===== src/hw/rtl/bls_pkg.sv =====
// Shared types, codes and constants for the bounded list search block.
package bls_pkg;

	localparam int DEPTH_DEF = 32;
	localparam int VALUE_W   = 32;
	localparam int TYPE_W    = 2;
	localparam int STATUS_W  = 2;
	localparam int POS_W     = 5;
	localparam int CNT_W     = 6;

	typedef enum logic [TYPE_W-1:0] {
		REQ_ADD    = 2'd0,
		REQ_REMOVE = 2'd1,
		REQ_SEARCH = 2'd2,
		REQ_NOP    = 2'd3
	} req_t;

	typedef enum logic [STATUS_W-1:0] {
		ST_DONE      = 2'd0,
		ST_FULL      = 2'd1,
		ST_NOT_FOUND = 2'd2
	} status_t;

	typedef enum logic [1:0] {
		FSM_IDLE,
		FSM_EXEC,
		FSM_SUM
	} fsm_t;

	// Broadcast to every cell of the chain.
	typedef struct packed {
		logic               add_en;
		logic               rm_en;
		logic [VALUE_W-1:0] value;
	} cell_ctl_t;

endpackage


===== src/hw/rtl/bls_mmtree.sv =====
// Registered min/max tree over the cell entries, one register per level.
module bls_mmtree #(
	parameter int DEPTH = bls_pkg::DEPTH_DEF
) (
	input  logic                                clk,
	input  logic                                arst_n,
	input  logic signed [bls_pkg::VALUE_W-1:0]  leaf_val [DEPTH],
	input  logic                                leaf_vld [DEPTH],
	output logic signed [bls_pkg::VALUE_W-1:0]  root_min,
	output logic signed [bls_pkg::VALUE_W-1:0]  root_max,
	output logic                                root_vld
);

	localparam int LVL = $clog2(DEPTH);
	localparam int NL  = 1 << LVL;
	localparam int NN  = 2 * NL - 1;

	logic signed [bls_pkg::VALUE_W-1:0] nmin [NN];
	logic signed [bls_pkg::VALUE_W-1:0] nmax [NN];
	logic                               nvld [NN];

	for (genvar j = 0; j < NL; j++) begin : g_leaf
		if (j < DEPTH) begin : g_real
			assign nmin[NL-1+j] = leaf_val[j];
			assign nmax[NL-1+j] = leaf_val[j];
			assign nvld[NL-1+j] = leaf_vld[j];
		end else begin : g_pad
			assign nmin[NL-1+j] = '0;
			assign nmax[NL-1+j] = '0;
			assign nvld[NL-1+j] = 1'b0;
		end
	end

	for (genvar k = 0; k < NL - 1; k++) begin : g_node
		logic signed [bls_pkg::VALUE_W-1:0] mn_q;
		logic signed [bls_pkg::VALUE_W-1:0] mx_q;
		logic                               vld_q;
		logic signed [bls_pkg::VALUE_W-1:0] a_mn, b_mn, a_mx, b_mx;
		logic                               a_v, b_v;

		assign a_mn = nmin[2*k+1];
		assign b_mn = nmin[2*k+2];
		assign a_mx = nmax[2*k+1];
		assign b_mx = nmax[2*k+2];
		assign a_v  = nvld[2*k+1];
		assign b_v  = nvld[2*k+2];

		always_ff @(posedge clk or negedge arst_n) begin
			if (!arst_n) begin
				vld_q <= 1'b0;
			end else begin
				vld_q <= a_v | b_v;
			end
		end

		// Take the valid side alone, or the better of two valid sides.
		always_ff @(posedge clk) begin
			if (a_v && (!b_v || a_mn <= b_mn)) begin
				mn_q <= a_mn;
			end else begin
				mn_q <= b_mn;
			end
			if (a_v && (!b_v || a_mx >= b_mx)) begin
				mx_q <= a_mx;
			end else begin
				mx_q <= b_mx;
			end
		end

		assign nmin[k] = mn_q;
		assign nmax[k] = mx_q;
		assign nvld[k] = vld_q;
	end

	assign root_min = nmin[0];
	assign root_max = nmax[0];
	assign root_vld = nvld[0];

endmodule


===== config.mk =====
export PLATFORM = sky130hd
export DESIGN_NAME = bls_mmtree
export DESIGN_NICKNAME = d
export VERILOG_FILES = /design/src/hw/rtl/bls_pkg.sv /design/src/hw/rtl/bls_mmtree.sv
export SDC_FILE = /design/constraint.sdc
export NUM_CORES = 2
export LEC_CHECK = 0
export BUFFER_PORTS_ARGS = -buffer_cell sky130_fd_sc_hd__buf_4
export CORE_UTILIZATION = 45
export DETAILED_ROUTE_END_ITERATION = 12
export GPL_TIMING_DRIVEN = 0
export PLACE_DENSITY = 0.68
export SLEW_MARGIN = 10
export SYNTH_ARGS = -nofsm -noshare
export SYNTH_HDL_FRONTEND = slang
export SYNTH_SLANG_ARGS = --single-unit

===== constraint.sdc =====
create_clock -name clk -period 2.55 [get_ports clk]
set_clock_uncertainty 0.1 [all_clocks]
set_input_delay 0.51 -clock clk [delete_from_list [all_inputs] [get_ports clk]]
set_output_delay 0.51 -clock clk [all_outputs]
set_load 0.005 [all_outputs]

Word level (Yosys, flattened, before mapping)
Cells that the tools add are included.
Widths: inputs -> output; s select.
- bits in registers: 2015
- bits of input ports: 1058
- output and inout bits: 65
- word-level logic and storage cells: 403
- $lt $le $gt $ge: 62
- mux-type cells: 62
- bitwise operators: 31
- reductions and logical operators: 155
- operators by type and width (cell ; number):
    $mux 32 ; 62
    $ge 32x32->1 ; 31
    $le 32x32->1 ; 31
    $logic_and 1x1->1 ; 62
    $logic_or 1x1->1 ; 62
    $logic_not 1->1 ; 31
    $or 1x1->1 ; 31

Depth between registers and ports, before layout
- depth after elaboration: 4
- gate-level depth with buffers: 12
- gate-level depth less buffers: 10

Worst setup path before layout
Ideal clock, no wire load.
- path type: input-to-reg
- from: input leaf_val[407] in the netlist's numbering
- to: register g_node[24].mn_q, in the netlist g_node[11].b_mn[10]
- arrival: 2.881 ns
- data required time: 2.329 ns
- slack: -0.552 ns
- stages: 10
- cell sequence: inv_1 > ha_1 > nand4_1 > or4_4 > or3_1 > o22ai_2 > nor4b_1 > a211oi_4 > buf_6 > mux2_4
- word-level cells in the longest chain between the ends: 4
- ends and longest elaborated chain (what ; RTL line ; source):
    from (decl) ; bls_mmtree.sv:7 ; input logic signed [bls_pkg::VALUE_W-1:0] leaf_val [DEPTH],
    $le 32x32->1 ; bls_mmtree.sv:58 ; if (a_v && (!b_v || a_mn <= b_mn)) begin
    $logic_or 1x1->1 ; bls_mmtree.sv:58 ;
    $logic_and 1x1->1 ; bls_mmtree.sv:58 ;
    $mux 32 ; bls_mmtree.sv:58 ;
    to (signal assigned) ; bls_mmtree.sv:59 ; mn_q <= a_mn;
    to (signal assigned) ; bls_mmtree.sv:61 ; mn_q <= b_mn;
    to (decl) ; bls_mmtree.sv:35 ; logic signed [bls_pkg::VALUE_W-1:0] mn_q;
Every way passes these cells.

Worst setup path in the final report
- from: register g_node[4].mn_q, in the netlist g_node[1].b_mn[31]
- to: register g_node[1].mn_q, in the netlist g_node[0].a_mn[12]
- word-level cells in the longest chain between the ends: 4
- ends and longest elaborated chain (what ; RTL line):
    from (decl) ; bls_mmtree.sv:35
    from (signal assigned) ; bls_mmtree.sv:59
    from (signal assigned) ; bls_mmtree.sv:61
    $le 32x32->1 ; bls_mmtree.sv:58
    $logic_or 1x1->1 ; bls_mmtree.sv:58
    $logic_and 1x1->1 ; bls_mmtree.sv:58
    $mux 32 ; bls_mmtree.sv:58
    to (signal assigned) ; bls_mmtree.sv:59
    to (signal assigned) ; bls_mmtree.sv:61
    to (decl) ; bls_mmtree.sv:35
Every way passes these cells.

==> results by stage <==
Timing:
- Setup repair after global routing could not meet its margin everywhere.
- Setup violations remaining at the end of the flow were counted as between 1000 and 1500.
- The worst max-slew margin expressed relative to the limit is 0.206.
- The number of max-slew violations in the final report came to 0.
- The final hold violation count is 0.
- Across all setup checks in the final design, the least slack found is -0.363 ns.
- Static timing analysis puts the maximum clock frequency at about 340 MHz.
- The final setup TNS is -187.22 ns.
- The transition time at the pin with the least slew margin is ~1.2 ns.
- The post-route minimum period is between 2 and 3 ns.
- Of the available clock period, the critical path in the final layout requires 1.14.

Yosys:
- The total standard cell area after synthesis is 103000 um2.
- A synthesized cell averages between 10 and 15 um2.
- The number of enable flip-flop cells after synthesis is 0.
- The flip-flop and latch count after synthesis is about 2000.
- The dominant register cell in the synthesized netlist is sky130_fd_sc_hd__dfxtp_1.
- The netlist uses 77 different library cells.
- The share of the yosys chip area belonging to registers is 0.394.
- The number of instances in the synthesized netlist is 9826.
- For this run, the number of Yosys warnings is 0.
- When the netlist entered floorplanning its net count stood at 12400.
- In the synthesized netlist the async set-or-reset flop fraction comes to 0.0154.

Global routing:
- The first global-routing pass estimated a little under 600 mm of wire.
- For met1 alone, demand over resource in global routing was 0.423.
- The total overflow left after global routing is 0.
- The layer with the highest usage is met2.
- The number of global-route vias before repair came to around 90000.
- The met3 routing resource usage after global routing is 0.0624.
- The global-route usage over all layers is 0.346.
- Entering global routing, the biggest net connects 32 pins.
- The number of antenna violations at the first check in global routing is 92.
- The met2 capacity usage during global routing is 0.554.

Worst setup path:
- The endpoint of the worst register-to-register path is g_node[0].a_mn[12].
- The setup check on the worst reg-to-reg path leaves a slack of -0.36 ns.
- The number of cells on the worst reg-to-reg path is 13.
- Data on the critical path arrives at its endpoint at 3.54 ns.
- The largest fanout of any net on the critical path is 5.
- The worst setup path is launched from a register.
- The startpoint-to-endpoint class of the critical path is reg -> reg.
- At the worst endpoint, the required time is between 3 and 4 ns.
- In this run the critical register-to-register path is launched from g_node[1].b_mn[31].
- The sort of element at the end of the critical path is a register.

Clocking:
- The CTS root buffer is sky130_fd_sc_hd__clkbuf_16.
- The CTS tree is done.
- Clock-pin slew was measured on the worst setup and hold paths at around 0.060 ns.
- The maximum count of clock buffers along a single path is 3.
- For the worst-skew pair, the clock arrives at the later sink with an insertion delay of 0.87 ns.
- Counting the buffers created by CTS gives ~210.
- The CTS sink count is between 2000 and 2500.
- The number of H-tree levels is 4.

Floorplanning:
- The initial core utilization is 0.452.
- The die span in x is between 400 and 500 um.
- The die area is 230000 um2.
- The initialized floorplan defines 175 standard-cell rows.
- The number of top-level design ports is between 1000 and 1500.
- The standard cell core area is 227000 um2.
- The chip height is 480 um.

Routing:
- The number of design rule violations left after detail routing is 0.
- The average detailed-routed wire length per instance is 26.6 um.
- The final layout contains routed wiring with a total length of ~420 mm.
- The via count of the routed design is slightly below 90000.
- The number of detailed-routing iterations run before antenna repair is 7.
- The number of nets with antenna violations after routing is 0.
- Using the TritonRoute via totals, the vias-per-cell ratio works out to about 5.6.
- The violation count after the first detailed-routing iteration is between 6000 and 7000.

Run:
- Across the run, the number of max-cap violations was 0.

Cells and area:
- For this run, the post-layout net count is between 15000 and 20000.
- The filler cells instantiated in the layout total between 15000 and 20000.
- The proportion of layout cells with a drive suffix above 1 is 0.408.
- The final cell count without fillers is 15900.
- Relative to the synthesized area, the layout overhead comes to 46.8%.
- The final core area utilization is 0.664.

Hold path:
- The startpoint identified for the worst hold timing path is leaf_val[320].
- The path class of the tightest hold or removal check is in -> reg.
- The worst hold path passes through 3 cells.
- The capture endpoint of the worst hold path is g_node[12].a_mx[0].

Placement:
- At the placement stage, the worst setup path has a slack of -1.56 ns.
- The number of placed instances, taps included is about 14000.
- The final HPWL from detailed placement is between 300 and 400 mm.
- The final estimated routing congestion in global placement is 0.997.
- Port buffering added 1122 buffers.

Power and ir drop:
- VDD sags by at most 0.816 mV.
- The leakage power total is 73.8 nW.
- The power density over the cells is 979 nW/um2.

Outcome:
- The checks that failed: setup timing.
- The run finished, with violations left.
==> registers in the layout, indices dropped and copies added, names as in the netlist <==
register / cells
g_node.mn_q: 352
g_node.mx_q: 352
g_node.a_mn: 320
g_node.a_mx: 320
g_node.b_mn: 288
g_node.b_mx: 288
root_max: 32
root_min: 32
g_node.vld_q: 11
g_node.a_v: 10
g_node.b_v: 9
root_vld: 1
==> critical path: stages (launching register included) <==
cell	delay [ns]
sky130_fd_sc_hd__dfxtp_4	0.37
sky130_fd_sc_hd__inv_2	0.05
sky130_fd_sc_hd__ha_4	0.26
sky130_fd_sc_hd__nand4_1	0.15
sky130_fd_sc_hd__nor3_2	0.28
sky130_fd_sc_hd__nand2_2	0.11
sky130_fd_sc_hd__or2_0	0.23
sky130_fd_sc_hd__o221ai_2	0.16
sky130_fd_sc_hd__mux2i_1	0.14
sky130_fd_sc_hd__o21ai_2	0.21
sky130_fd_sc_hd__buf_6	0.15
sky130_fd_sc_hd__buf_12	0.12
sky130_fd_sc_hd__buf_8	0.12
sky130_fd_sc_hd__mux2_4	0.33
==> worst max-delay path by stage <==
stage                                to  slack, ns  cells past startpoint          startpoint
finish               g_node[0].a_mn[12]      -0.36                     13  g_node[1].b_mn[31]
global route         g_node[0].a_mn[13]      -0.48                     13  g_node[1].b_mn[31]
CTS                 g_node[11].mx_q[28]      -0.37                     10  g_node[11].b_mx[5]
detailed placement  g_node[14].a_mn[30]      -1.56                     12        leaf_val[83]
global placement    g_node[14].a_mn[30]      -1.50                     12        leaf_val[83]
floorplan           g_node[11].b_mn[10]      -0.51                     10       leaf_val[407]
==> placed cells by master (no fill, tap or decap), types with 92 or more instances in the layout <==
cell type and instances:
sky130_fd_sc_hd__o211ai_1 108, sky130_fd_sc_hd__buf_6 171, sky130_fd_sc_hd__mux2_4 1081, sky130_fd_sc_hd__dfxtp_1 1619
sky130_fd_sc_hd__dlygate4sd3_1 1051, sky130_fd_sc_hd__clkbuf_16 241, sky130_fd_sc_hd__mux2_2 776, sky130_fd_sc_hd__o21ai_0 121
sky130_fd_sc_hd__buf_4 1291, sky130_fd_sc_hd__nand3_1 179, sky130_fd_sc_hd__a21oi_2 92, sky130_fd_sc_hd__nand4_1 280
sky130_fd_sc_hd__a21oi_1 352, sky130_fd_sc_hd__buf_8 119, sky130_fd_sc_hd__ha_1 1203, sky130_fd_sc_hd__dfxtp_2 333
sky130_fd_sc_hd__inv_1 1366, sky130_fd_sc_hd__a21o_1 370, sky130_fd_sc_hd__nand2_1 272, sky130_fd_sc_hd__ha_4 261
sky130_fd_sc_hd__nor2_1 161, sky130_fd_sc_hd__inv_2 134
==> cells by family (layout without fill, tap and decap cells) <==
group / after synthesis / after routing / synth area share
AOI/OAI and AO/OA: 1406 / 1406 / 0.0877
DFF: 2015 / 2015 / 0.394
muxes: 1893 / 1893 / 0.208
other: 0 / 46 / 0
adders and majority gates: 1472 / 1472 / 0.179
xor gates and xnor gates: 4 / 4 / 0.000341
and+or+nand+nor: 1281 / 1281 / 0.0646
buffers and inverters: 1755 / 4736 / 0.0661
==> where the power goes <==
part / switching, mW / internal, mW
Sequential: 6.49 / 39.7
Combinational: 31.5 / 36.8
Clock: 13.8 / 19.6
==> routing by layer <==
metal	vias up	wire length [um]
li1	40100	-
met3	1248	29700
met5	-	377
met4	56	33700
met1	43000	171000
met2	3914	188000
==> stage by stage <==
step           power [mW]  hold slack, ns  area [um2]
2_1_floorplan        71.3           0.114      105000
3_3_place_gp         89.0           0.357      118000
3_5_place_dp         90.0           0.367      118000
4_1_cts               142         0.00530      146000
5_1_grt               153         0.00717      151000
6_report              148          0.0161      151000
==> what timing repair did <==
item | 4_1_cts | 5_1_grt
setup endpoints to repair | 1364 | 1933
resized for setup | 1815 | 1086
pin swaps | 281 | 361
endpoints found under the hold margin | 1071 | 8
gates cloned | 73 | 25
setup buffers | 240 | 123
hold buffers | 1062 | 6
==> cells in the mapped netlist (all sizes together) (154+ instances only) <==
| library cell | instances | area share |
|---|---|---|
| dfxtp | 1984 | 0.39 |
| mux2 | 1891 | 0.21 |
| inv | 1526 | 0.056 |
| ha | 1472 | 0.18 |
| a21oi | 451 | 0.022 |
| a21o | 370 | 0.027 |
| nand2 | 295 | 0.011 |
| nand4 | 280 | 0.017 |
| o21ai | 239 | 0.012 |
| nand3 | 221 | 0.011 |
| nor2 | 171 | 0.0063 |
| buf | 154 | 0.0076 |
==> cell type report <==
class / instances / area, um2 / area share
clock buffer: 281 / 6000 / 0.0397
tap: 3009 / 3760 / 0.0249
clock inverter: 119 / 1620 / 0.0107
timing repair buffer: 2598 / 24300 / 0.161
sequential: 2015 / 41000 / 0.272
inverter: 1526 / 5830 / 0.0386
antenna: 46 / 115 / 0.000763
buffer: 212 / 2670 / 0.0177
multi-input combinational: 6056 / 65600 / 0.435
Power figures use the tool's default switching activity.
