<file path="config.mk">
export PLATFORM = sky130hd
export DESIGN_NAME = bls_cell
export DESIGN_NICKNAME = d
export VERILOG_FILES = /design/src/hw/rtl/bls_pkg.sv /design/src/hw/rtl/bls_cell.sv
export SDC_FILE = /design/constraint.sdc
export NUM_CORES = 1
export LEC_CHECK = 0
export BUFFER_PORTS_ARGS = -buffer_cell sky130_fd_sc_hd__buf_2
export CAP_MARGIN = 20
export CORE_ASPECT_RATIO = 0.8
export CORE_MARGIN = 10
export CORE_UTILIZATION = 45
export CTS_BUF_LIST = sky130_fd_sc_hd__clkbuf_2 sky130_fd_sc_hd__clkbuf_4 sky130_fd_sc_hd__clkbuf_8
export DETAILED_ROUTE_END_ITERATION = 7
export PLACE_DENSITY = 0.94
export SLEW_MARGIN = 0
export SYNTH_ARGS = -nofsm -noshare
export SYNTH_HDL_FRONTEND = slang
export SYNTH_SLANG_ARGS = --single-unit
</file>
<file path="constraint.sdc">
create_clock -name clk -period 6.1 [get_ports clk]
set_input_delay 1.525 -clock clk [delete_from_list [all_inputs] [get_ports clk]]
set_output_delay 1.525 -clock clk [all_outputs]
set_load 0.01 [all_outputs]
</file>
<file path="src/hw/rtl/bls_pkg.sv">
// Shared types, codes and constants for the bounded list search block.
package bls_pkg;

	localparam int DEPTH_DEF = 32;
	localparam int VALUE_W   = 32;
	localparam int TYPE_W    = 2;
	localparam int STATUS_W  = 2;
	localparam int POS_W     = 5;
	localparam int CNT_W     = 6;

	typedef enum logic [TYPE_W-1:0] {
		REQ_ADD    = 2'd0,
		REQ_REMOVE = 2'd1,
		REQ_SEARCH = 2'd2,
		REQ_NOP    = 2'd3
	} req_t;

	typedef enum logic [STATUS_W-1:0] {
		ST_DONE      = 2'd0,
		ST_FULL      = 2'd1,
		ST_NOT_FOUND = 2'd2
	} status_t;

	typedef enum logic [1:0] {
		FSM_IDLE,
		FSM_EXEC,
		FSM_SUM
	} fsm_t;

	// Broadcast to every cell of the chain.
	typedef struct packed {
		logic               add_en;
		logic               rm_en;
		logic [VALUE_W-1:0] value;
	} cell_ctl_t;

endpackage

</file>
<file path="src/hw/rtl/bls_cell.sv">
// One list slot: holds an entry, matches it and shifts it down on removal.
module bls_cell #(
	parameter int IDX = 0,
	parameter int CW  = 6
) (
	input  logic                            clk,
	input  bls_pkg::cell_ctl_t              ctl,
	input  logic [CW-1:0]                   count,
	input  logic                            hit_in,
	input  logic [bls_pkg::VALUE_W-1:0]     next_entry,
	output logic [bls_pkg::VALUE_W-1:0]     entry,
	output logic                            valid,
	output logic                            hit_out,
	output logic                            first
);

	logic [bls_pkg::VALUE_W-1:0] entry_q;
	logic                        match;

	assign valid   = CW'(IDX) < count;
	assign match   = valid && (entry_q == ctl.value);
	assign hit_out = hit_in | match;
	assign first   = match & ~hit_in;
	assign entry   = entry_q;

	// Append lands in the first free slot; removal pulls every slot at or
	// after the first hit from its right neighbor.
	always_ff @(posedge clk) begin
		if (ctl.add_en && (CW'(IDX) == count)) begin
			entry_q <= ctl.value;
		end else if (ctl.rm_en && hit_out) begin
			entry_q <= next_entry;
		end
	end

endmodule

</file>
== Word-level counts from Yosys, hierarchy flattened ==
Index checks and enable logic that the tools add are counted.

* $add $sub $neg: 0
* $mul: 0
* Divide/modulo/power cells: 0
* Magnitude comparators: 1
* Eq/ne operators: 1
* Shift-type cells: 0
* Mux-type cells: 2
* Bitwise gates (word level): 3
* Reduce and logical (&&, ||, !) cells: 5

{| class="wikitable"
|+ Operators with widths
! cell !! count
|-
| two-way mux 32 bit || 2
|-
| == test 32 bit || 1
|-
| zero test 6 bit || 1
|-
| < comparator 1 x 6 -> 1 bit (first input constant) || 1
|-
| logical AND 1 bit || 3
|-
| nonzero test 2 bit || 1
|-
| bitwise AND 1 bit || 1
|-
| NOT 1 bit || 1
|-
| OR 1 bit || 1
|}

* Register bits: 32
* Latch bits: 0
* Bits in writable memories: 0
* ROM bits: 0
* Input port bits: 74
* Output and inout port bits: 35
* Word-level logic and storage cells: 13
* Memories: 0

== Depth between registers and ports, before layout ==
Gate-level depths: netlist of the first run.

* Depth in word-level cells: 6
* Mapped depth: 5
* Gate-level depth less buffers: 5

== Least setup slack after synthesis of the first run ==
No wires, ideal clock.

* Path type: input to register
* From: in ctl[6] in the netlist's numbering
* To: reg entry_q, in the netlist entry[0] (enable)
* Setup time: 0.466 ns
* Arrival time: 4.376 ns
* Path slack: 1.258 ns
* Cell stages on the path: 5
* Cell sequence: xnor2_1 > nand4_1 > nor3_1 > nand3_1 > o21ai_0

* Longest elaborated chain between the ends: 5

{| class="wikitable"
|+ RTL lines
! what !! line !! text
|-
| start, declared || bls_cell.sv:7 || <nowiki>input bls_pkg::cell_ctl_t ctl,</nowiki>
|-
| == test 32 bit || bls_cell.sv:21 || <nowiki>assign match = valid && (entry_q == ctl.value);</nowiki>
|-
| logical AND 1 bit || bls_cell.sv:21 ||
|-
| OR 1 bit || bls_cell.sv:22 || <nowiki>assign hit_out = hit_in | match;</nowiki>
|-
| logical AND 1 bit || bls_cell.sv:31 || <nowiki>end else if (ctl.rm_en && hit_out) begin</nowiki>
|-
| nonzero test 2 bit (no source line) || -- ||
|-
| end signal, assigned || bls_cell.sv:30 || <nowiki>entry_q <= ctl.value;</nowiki>
|-
| end signal, assigned || bls_cell.sv:32 || <nowiki>entry_q <= next_entry;</nowiki>
|-
| end, declared || bls_cell.sv:17 || <nowiki>logic [bls_pkg::VALUE_W-1:0] entry_q;</nowiki>
|}

Every way passes these cells.
A chain may end at the register's enable or synchronous reset.

== Worst setup path after layout of the first run ==
* From: in ctl[6] in the netlist's numbering
* To: out first

* Longest elaborated chain between the ends: 3

{| class="wikitable"
|+ RTL lines
! what !! line !! text
|-
| == test 32 bit || bls_cell.sv:21 ||
|-
| logical AND 1 bit || bls_cell.sv:21 ||
|-
| bitwise AND 1 bit || bls_cell.sv:23 || <nowiki>assign first = match & ~hit_in;</nowiki>
|-
| end, declared || bls_cell.sv:14 || <nowiki>output logic first</nowiki>
|}

Every way passes these cells.

==> reports/metrics.cfg, run 1 <==
[setup_path]
cp_top_family = simple AND/OR/NAND/NOR gates
r2r-start = entry[6]
cp.arrival_ns = 2.79
crit_start = ctl[6]
crit_fanout = 2
cp_num_buf_inv = 2
crit_chain = buf_2 > xnor2_1 > nand4_1 > nor3_1 > nand4_1 > nor2_1 > buf_2
rr_worst_depth = 6
slowest_stage = nor3_1
endpoint = first
crit_type = input pin to output pin
cp.depth = 7
r2r-end = entry[27]
setup.worst_path.start_class = input pin
max_stage_delay_ns = 0.38
r2r_setup_slack_ns = 3.92
required_ns = 4.58
cp-end-kind = output pin

[sta]
fmax_mhz = 232
setup-tns-final_ns = 0
setup_viol = 0
finClkSkew_ns = 0.00713
rsz0062_at_grt = false
fin_crit_ns = 4.32
hold_viol_final = 0
slew_viol_final = 0
relSlewSlack_pct = 28.4
period_share_pct = 70.7
worst_slack_ns = 1.78
worst_pin_slew_ns = 1.07
timing.hold.ws_ns = 1.18

[drt]
routed_wl_um = 5520
vias = 1450
first_iter_violations = 45
post-route-drc-count = 0
ant_nets = 0
via_per_inst = 4.98
wl_per_cell_um = 19.0
dr.pass1.iters = 4

[grt]
antenna_found_initial = 0
grt_pass1_wl_um = 8450
grt_start_max_net_pins = 33
overflow = 0
grt_pass1_vias = 1639
track_usage_pct = 14.9

[clocking]
numCtsBuffers = 5
tritoncts = built
h-tree-depth = 2
clk_latency_ns = 0.28
clock_sinks = 32
cts_buffer_depth = 2
cts_root_buf = clkbuf_8
cts-resized-gates = 0
postCtsSetupBuffers = 0
clk_pin_slew_ns = 0.07
cts_hold_buf = 0

[power_and_ir_drop]
switching_share_pct = 24.6
internal_power_mw = 0.404
pwr-share-clk_pct = 29.6
p_leak_nw = 1.17
power_mw = 0.535
net-switching-power_mw = 0.131
power_frac_seq_pct = 50.7
combPwrFrac_pct = 19.7
power_density_mw_per_mm2 = 209
worst_ir_drop_vdd_mv = 0.123

[yosys]
syn_nets = 196
yosys-top-cells-area = edfxtp_1, mux2_4, xnor2_1
yosys_most_used_dff = edfxtp_1
yosys.area.top_type_share_pct = 50.9
yosysTopAreaCell = edfxtp_1
yosysSeqAreaShare_pct = 50.9
synthDistinctLibCells = 17
avgSynthCellArea_sq_um = 15.5
synth_common_cells = edfxtp_1, xnor2_1, mux2_4, nand4_1, nor2_1
synth_edf_count = 32
netlist_instances = 122
syn-cell-area_sq_mm = 0.00189
ys_warn_count = 0
synth_seq_cells = 32
synth-async-reset-ratio_pct = 0

[placed_design]
port-buffer-count = 108
gp_congestion = 0.846
pre_cts_slack_ns = 1.80
postPlaceCellArea_sq_mm = 0.00248
hpwl_um = 4460
place_inst = 283

[finish]
final_util_pct = 65.3
multi_input_area_sq_um = 895
final_cells = 291
largest_reg_flops = 32
n_antenna_cell = 0
final_area_sq_mm = 0.00256
regArea_sq_um = 961
final_nets = 309
layout-drive-gt1-share_pct = 64.4
nFillCells = 299
area_delta_synth_final_pct = 35.7

[run]
cap_violations = 0

[floorplan]
rows = 20
start_util_pct = 48.1
core-area_sq_mm = 0.00393
dieWidth_um = 92.4
die_y_um = 78.0
pin_count = 109
dieArea_sq_mm = 0.00721

[min_path]
min-delay-start = entry[7]
worstHoldPathType = flop to flop

[status]
status = complete, no violations

[logic make-up after synthesis]
| group | Yosys count | synth area share, % |
|---|---|---|
| AO/OA/AOI/OAI | 2 | 0.662 |
| XOR/XNOR | 32 | 14.8 |
| buffers and inverters | 4 | 1.99 |
| flip-flops | 32 | 50.9 |
| multiplexers | 32 | 25.0 |
| AND/OR/NAND/NOR | 20 | 6.62 |
[metal layers]
layer  GRT usage [%]  part of all wire [%]  up-vias  routed length, um
met5               0                     0        -                  0
met4            4.92                  0.94        0                 52
met3            6.73                    12        4                639
met2            24.6                    49       78               2700
met1            16.7                    39      691               2130
li1                -                     -      677                  -
[cell type report]
cell class | instances | share of cell area [%]
Clock buffer | 6 | 2.98
Timing Repair Buffer | 109 | 21.4
Tap cell | 55 | 2.68
Inverter | 1 | 0.146
Multi-Input combinational cell | 86 | 34.9
Sequential cell | 32 | 37.5
Clock inverter | 2 | 0.439
[power groups by stage]
stage               sequential (mW)  combinational, mW  clock [mW]
finish                        0.272              0.105       0.158
CTS                           0.272              0.107       0.165
global placement              0.274              0.103           0
detailed placement            0.276              0.106           0
floorplan                     0.284             0.0446           0
global route                  0.273              0.115       0.175
[worst min path at each step]
stage                      endpoint  slack, ns  cells past startpoint
final                      entry[8]       1.18                      6
after global routing      entry[15]       1.25                      6
after CTS                  entry[7]       1.18                      6
after detailed placement   entry[7]       1.16                      6
after global placement     entry[7]       1.15                      6
after floorplan           entry[10]       1.74                      1
[worst reg2reg max path, cell delays in order, from the launching register on]
cell      delay, ns
edfxtp_1       0.42
xnor2_1        0.20
nand4_1        0.13
nor3_1         0.38
nand3_1        0.15
o21ai_2        0.16
buf_4          0.39
[layout by cell type (no fill, tap or decap), drive strengths merged]
cell type	instances
nor3	2
edfxtp	32
or4	1
nor2	4
mux2	32
nand3	1
nand2b	1
xnor2	32
clkbuf	6
buf	109
o21ai	1
inv	1
clkinvlp	1
nand2	2
clkinv	1
nand4	9
a22oi	1
Power figures use the tool's default switching activity.
==> run 2, diff against run 1 <==
--- a/config.mk
+++ b/config.mk
@@ -5,14 +5,15 @@
 export SDC_FILE = /design/constraint.sdc
 export NUM_CORES = 1
 export LEC_CHECK = 0
+export ABC_AREA = 1
 export BUFFER_PORTS_ARGS = -buffer_cell sky130_fd_sc_hd__buf_2
 export CAP_MARGIN = 20
 export CORE_ASPECT_RATIO = 0.8
 export CORE_MARGIN = 10
-export CORE_UTILIZATION = 45
+export CORE_UTILIZATION = 41
 export CTS_BUF_LIST = sky130_fd_sc_hd__clkbuf_2 sky130_fd_sc_hd__clkbuf_4 sky130_fd_sc_hd__clkbuf_8
 export DETAILED_ROUTE_END_ITERATION = 7
-export PLACE_DENSITY = 0.94
+export PLACE_DENSITY = 0.9
 export SLEW_MARGIN = 0
 export SYNTH_ARGS = -nofsm -noshare
 export SYNTH_HDL_FRONTEND = slang
==> constraint.sdc (replaced) <==
create_clock -name clk -period 3.7 [get_ports clk]
set_input_delay 0.925 -clock clk [delete_from_list [all_inputs] [get_ports clk]]
set_output_delay 0.925 -clock clk [all_outputs]
set_load 0.01 [all_outputs]
==> run 2 against run 1 <==
Critical path depth is 4 higher. Die area is 11% higher. Setup slack got worse by 0.96 ns. Sequential share of layout area fell by 1.1 points. Global-route usage fell by 2.6 points. Highest routed layer unchanged. Cell count is 15% higher. Synthesized area grew 4.0%. Clock power is 58% higher.
==> reports/metrics.cfg, run 2 <==
[floorplan]
core-area_sq_mm = 0.00460  ; +17%
start_util_pct = 42.7  ; -5.4 points
dieWidth_um = 97.4  ; +5.3%
rows = 22  ; +10%
pin_count = 109  ; unchanged
dieArea_sq_mm = 0.00798  ; +11%
die_y_um = 81.9  ; +5.1%

[power_and_ir_drop]
power_frac_seq_pct = 51.3  ; +0.6 points
switching_share_pct = 24.3  ; -0.24 points
p_leak_nw = 1.30  ; +12%
worst_ir_drop_vdd_mv = 0.173  ; +41%
pwr-share-clk_pct = 28.5  ; -1.1 points
internal_power_mw = 0.661  ; +64%
power_density_mw_per_mm2 = 330  ; +58%
combPwrFrac_pct = 20.2  ; +0.5 points
net-switching-power_mw = 0.212  ; +61%

[placed_design]
place_inst = 329  ; +16%
hpwl_um = 4270  ; -4.4%
gp_congestion = 0.776  ; -8.3%
port-buffer-count = 108  ; unchanged

[grt]
grt_pass1_vias = 1680  ; +2.5%
grt_pass1_wl_um = 7890  ; -6.6%
overflow = 0  ; unchanged
antenna_found_initial = 0  ; unchanged
grt_start_max_net_pins = 33  ; unchanged
track_usage_pct = 12.2  ; -2.6 points

[sta]
hold_viol_final = 0  ; unchanged
setup_viol = 0  ; unchanged
fin_crit_ns = 2.88
period_share_pct = 77.8
slew_viol_final = 0  ; unchanged
timing.hold.ws_ns = 0.928  ; -0.251 ns
worst_pin_slew_ns = 0.564  ; -0.507 ns
finClkSkew_ns = 0.00298  ; -0.00415 ns
setup-tns-final_ns = 0  ; unchanged
fmax_mhz = 347
relSlewSlack_pct = 62.4  ; +34 points
rsz0062_at_grt = false

[setup_path]
cp_top_family = simple AND/OR/NAND/NOR gates
crit_type = input pin to output pin
crit_chain = buf_2 > inv_1 > nand2_1 > nand2_1 > nand2_1 > nor2_1 > nand2_1 > nor2_1 > nand3_2 > nor2_1 > buf_2
cp_common_cell = nand2_1
cp.arrival_ns = 1.95  ; -0.84 ns
slowest_stage = nor2_1
required_ns = 2.77  ; -1.81 ns
max_stage_delay_ns = 0.13  ; -0.25 ns
setup.worst_path.start_class = input pin
cp_num_buf_inv = 3  ; +1
cp-end-kind = output pin
crit_fanout = 2  ; unchanged

[yosys]
syn_nets = 237  ; +21%
syn-cell-area_sq_mm = 0.00196  ; +4.0%
yosys.area.top_type_share_pct = 48.9  ; -1.9 points
netlist_instances = 163  ; +34%
yosysSeqAreaShare_pct = 48.9  ; -1.9 points
yosysMostFrequentCell = nand2_1
ys_warn_count = 0  ; unchanged
yosysTopAreaCell = edfxtp_1
synth_common_cells = nand2_1, edfxtp_1, mux2_4, xnor2_1
synth_seq_cells = 32  ; unchanged
synthDistinctLibCells = 18  ; +1
synth_edf_count = 32  ; unchanged
yosys_most_used_dff = edfxtp_1
avgSynthCellArea_sq_um = 12.1  ; -22%
synth-async-reset-ratio_pct = 0  ; unchanged
yosys-top-cells-area = edfxtp_1, mux2_4, xnor2_1

[clocking]
tritoncts = built
postCtsSetupBuffers = 0  ; unchanged
clk_latency_ns = 0.27  ; about the same
h-tree-depth = 2  ; unchanged
clk_pin_slew_ns = 0.06  ; about the same
cts-resized-gates = 0  ; unchanged
cts_buffer_depth = 2  ; unchanged
cts_root_buf = clkbuf_8
clock_sinks = 32  ; unchanged
cts_hold_buf = 0  ; unchanged
numCtsBuffers = 5  ; unchanged

[drt]
dr.pass1.iters = 4  ; unchanged
post-route-drc-count = 0  ; unchanged
routed_wl_um = 5160  ; -6.5%
first_iter_violations = 46  ; +2.2%
via_per_inst = 4.58  ; -8.0%
vias = 1540  ; +6.2%
ant_nets = 0  ; unchanged
wl_per_cell_um = 15.4  ; -19%

[run]
cap_violations = 0  ; unchanged

[min_path]
worstHoldPathType = input pin to flop

[finish]
largest_reg_flops = 32  ; unchanged
layout-drive-gt1-share_pct = 55.4  ; -9.0 points
final_common_cell = buf_2
n_antenna_cell = 0  ; unchanged
regArea_sq_um = 961  ; unchanged
final_cell_mix = buf_2, nand2_1, edfxtp_1
area_delta_synth_final_pct = 34.6
final_cells = 336  ; +15%
nFillCells = 421  ; +41%
final_nets = 350  ; +13%
multi_input_area_sq_um = 926  ; +3.5%

[status]
status = complete, no violations

[run 2: worst paths after layout]
path	from	to	slack (ns)	cells past startpoint
worst max-delay path	ctl[30]	first	0.82	11
worst min-delay path	next_entry[9]	entry[9]	0.93	3
worst max register to register	entry[17]	entry[28]	1.64	10
worst min register to register	entry[5]	entry[24]	1.33	8
[run 2: area by class of cell]
type	count	area share, %
flip-flops and latches	32	36.3
repair buffers	110	21.0
clock buffers	6	2.89
inverters	12	1.70
well taps	60	2.84
multi-input cells	115	35.0
clock inverters	1	0.189
[run 2: cells by family after synthesis]
group           synth area share (%)
compound gates                  2.93
xor+xnor                        11.6
buf+inv                         4.39
flops                           48.9
mux                             19.9
simple gates                    12.3
[run 2: per-layer routing]
| metal | share of wire [%] | GRT usage, % | vias to the layer above | wire length, um |
|---|---|---|---|---|
| li1 | - | - | 773 | - |
| met4 | 0.91 | 3.48 | 0 | 47 |
| met1 | 41 | 13.7 | 697 | 2140 |
| met3 | 8.4 | 5.37 | 7 | 434 |
| met2 | 49 | 21.1 | 63 | 2540 |
| met5 | 0 | 0 | - | 0 |
[run 2: power by group through the flow]
| stage | Sequential [mW] | Clock (mW) | Combinational [mW] |
|---|---|---|---|
| after CTS | 0.448 | 0.260 | 0.179 |
| after detailed placement | 0.455 | 0 | 0.179 |
| after floorplan | 0.467 | 0 | 0.0794 |
| after global placement | 0.453 | 0 | 0.174 |
| after global routing | 0.451 | 0.276 | 0.194 |
| final | 0.448 | 0.249 | 0.176 |
[run 2: metrics by stage]
step	setup slack [ns]	power, mW	util (%)	area, sq um
6_report	0.822	0.873	57.5	2640
2_1_floorplan	0.964	0.546	-	1960
5_1_grt	0.684	0.921	57.5	2640
3_3_place_gp	0.825	0.626	55.7	2560
4_1_cts	0.797	0.888	57.5	2640
3_5_place_dp	0.796	0.634	55.7	2560
[run 2: worst register-to-register path, delay by kind of cell (launching register included)]
kind / cells / cell delay, ns
simple gates: 8 / 0.72
xor+xnor: 1 / 0.16
flops: 1 / 0.42
buf+inv: 1 / 0.40
==> run 3, diff against run 2 <==
--- a/config.mk
+++ b/config.mk
@@ -5,15 +5,15 @@
 export SDC_FILE = /design/constraint.sdc
 export NUM_CORES = 1
 export LEC_CHECK = 0
-export ABC_AREA = 1
+export ABC_AREA = 0
 export BUFFER_PORTS_ARGS = -buffer_cell sky130_fd_sc_hd__buf_2
 export CAP_MARGIN = 20
 export CORE_ASPECT_RATIO = 0.8
 export CORE_MARGIN = 10
-export CORE_UTILIZATION = 41
+export CORE_UTILIZATION = 45
 export CTS_BUF_LIST = sky130_fd_sc_hd__clkbuf_2 sky130_fd_sc_hd__clkbuf_4 sky130_fd_sc_hd__clkbuf_8
 export DETAILED_ROUTE_END_ITERATION = 7
-export PLACE_DENSITY = 0.9
+export PLACE_DENSITY = 0.94
 export SLEW_MARGIN = 0
 export SYNTH_ARGS = -nofsm -noshare
 export SYNTH_HDL_FRONTEND = slang
==> constraint.sdc (replaced) <==
create_clock -name clk -period 2.7 [get_ports clk]
set_input_delay 0.675 -clock clk [delete_from_list [all_inputs] [get_ports clk]]
set_output_delay 0.675 -clock clk [all_outputs]
set_load 0.01 [all_outputs]
==> run 3 against run 2 <==
Combinational power increased by 35%. Core utilization is 8.5 points higher. Design area fell by 1.9%. Highest routed layer unchanged.
==> reports/metrics.cfg, run 3 (synthesis results as in run 1) <==
[clocking]
cts_buffer_depth = 2  ; unchanged
cts-resized-gates = 0  ; unchanged
cts_hold_buf = 0  ; unchanged
clk_latency_ns = 0.27  ; about the same
tritoncts = built
postCtsSetupBuffers = 0  ; unchanged
cts_root_buf = clkbuf_8
numCtsBuffers = 5  ; unchanged
h-tree-depth = 2  ; unchanged
clk_pin_slew_ns = 0.07  ; about the same
clock_sinks = 32  ; unchanged

[power_and_ir_drop]
p_leak_nw = 1.18  ; -9.0%
power_mw = 1.19  ; +37%
power_density_mw_per_mm2 = 460  ; +39%
worst_ir_drop_vdd_mv = 0.328  ; +89%

[finish]
n_antenna_cell = 0  ; unchanged
final_cell_mix = buf_2, xnor2_1, edfxtp_1
nFillCells = 318  ; -24%
multi_input_area_sq_um = 902  ; -2.6%
largest_reg_flops = 32  ; unchanged
final_nets = 311  ; -11%
layout-drive-gt1-share_pct = 65.0  ; +9.5 points
final_common_cell = buf_2
regArea_sq_um = 961  ; unchanged
area_delta_synth_final_pct = 37.2

[sta]
rsz0062_at_grt = false
setup-tns-final_ns = 0  ; unchanged
slew_viol_final = 0  ; unchanged
hold_viol_final = 0  ; unchanged
fmax_mhz = 391
worst_pin_slew_ns = 0.309  ; -0.255 ns
period_share_pct = 94.7
fin_crit_ns = 2.56
finClkSkew_ns = 0.00595  ; +0.00297 ns
worst_slack_ns = 0.144  ; -0.678 ns
setup_viol = 0  ; unchanged
relSlewSlack_pct = 79.3  ; +17 points

[min_path]
min-delay-start = next_entry[12]
hold_depth = 2  ; -1
worstHoldPathType = input pin to flop
whs_endpoint = entry[12]

[setup_path]
cp_num_buf_inv = 2  ; -1
crit_fanout = 2  ; unchanged
max_stage_delay_ns = 0.32  ; +0.19 ns
crit_chain = buf_2 > xnor2_1 > nand4_1 > nor3_1 > nand4_1 > nor2_1 > buf_2
cp-end-kind = output pin
r2r-end = entry[7]
rr_worst_depth = 6  ; -4
r2r-start = entry[4]
crit_type = input pin to output pin
required_ns = 2.03  ; -0.74 ns
r2r_setup_slack_ns = 0.65  ; -0.99 ns
setup.worst_path.start_class = input pin
slowest_stage = nor3_1
cp.arrival_ns = 1.88  ; -0.07 ns
cp_top_family = simple AND/OR/NAND/NOR gates
cp.depth = 7  ; -4

[placed_design]
port-buffer-count = 108  ; unchanged
pre_cts_slack_ns = 0.127  ; -0.669 ns
hpwl_um = 4330  ; +1.5%
gp_congestion = 0.788  ; +1.5%

[drt]
routed_wl_um = 5190  ; +0.45%
dr.pass1.iters = 4  ; unchanged
ant_nets = 0  ; unchanged
vias = 1403  ; -8.9%
first_iter_violations = 31  ; -33%
wl_per_cell_um = 17.8  ; +16%
via_per_inst = 4.80  ; +4.8%
post-route-drc-count = 0  ; unchanged

[status]
status = complete, no violations

[grt]
antenna_found_initial = 0  ; unchanged
grt_pass1_wl_um = 7920  ; +0.44%
grt_pass1_vias = 1595  ; -5.1%
overflow = 0  ; unchanged
track_usage_pct = 13.7  ; +1.5 points
grt_start_max_net_pins = 33  ; unchanged

[floorplan]
dieArea_sq_mm = 0.00721  ; -9.7%
pin_count = 109  ; unchanged
core-area_sq_mm = 0.00393  ; -15%
dieWidth_um = 92.4  ; -5.1%
die_y_um = 78.0  ; -4.8%
start_util_pct = 48.1  ; +5.4 points
rows = 20  ; -9.1%

[run]
cap_violations = 0  ; unchanged

run 3: cell count changes in the layout (fill, tap and decap cells not counted), moves of 2 or more:
cell	before	now
nand2_1	34	1
inv_1	12	1
xnor2_1	22	32
nor2_1	12	4
nand4_1	2	9
o21ai_2	6	0
mux2_4	26	30
xor2_1	4	0
mux2_2	0	2
nand3_1	3	1
run 3: where the power goes:
| group | total (mW) | internal (mW) | switching [mW] |
|---|---|---|---|
| combinational | 0.238 | 0.136 | 0.102 |
| clock | 0.341 | 0.185 | 0.157 |
| sequential | 0.613 | 0.589 | 0.0232 |
| total | 1.19 | 0.910 | 0.282 |
run 3: metrics by stage:
stage          hold WS (ns)  area (sq um)  instances  util [%]
2_1_floorplan         0.892          1890        122         -
3_3_place_gp          0.974          2510        285      63.9
3_5_place_dp          0.979          2510        285      63.9
4_1_cts               0.694          2590        292      66.0
5_1_grt               0.694          2590        292      66.0
6_report              0.701          2590        292      66.0
run 3: worst max path at each step:
| stage | startpoint | slack [ns] | to |
|---|---|---|---|
| after detailed placement | ctl[4] | 0.13 | first |
| after global placement | count[0] | 0.17 | hit_out |
| final | ctl[4] | 0.14 | first |
| after global routing | ctl[4] | 0.04 | first |
| after floorplan | ctl[6] | 0.15 | entry[0] |
| after CTS | ctl[4] | 0.13 | first |
run 3: final cells by class:
class	count	area share (%)
clock inverters	1	0.193
well taps	55	2.65
flip-flops and latches	32	37.1
clock buffers	6	2.94
inverters	1	0.145
repair buffers	111	22.2
multi-input cells	86	34.8
run 3: layer usage:
layer | global-route usage [%] | part of all wire, %
met1 | 14.4 | 39
met2 | 24.7 | 52
met3 | 5.38 | 7.8
met4 | 4.15 | 1.2
met5 | 0 | 0
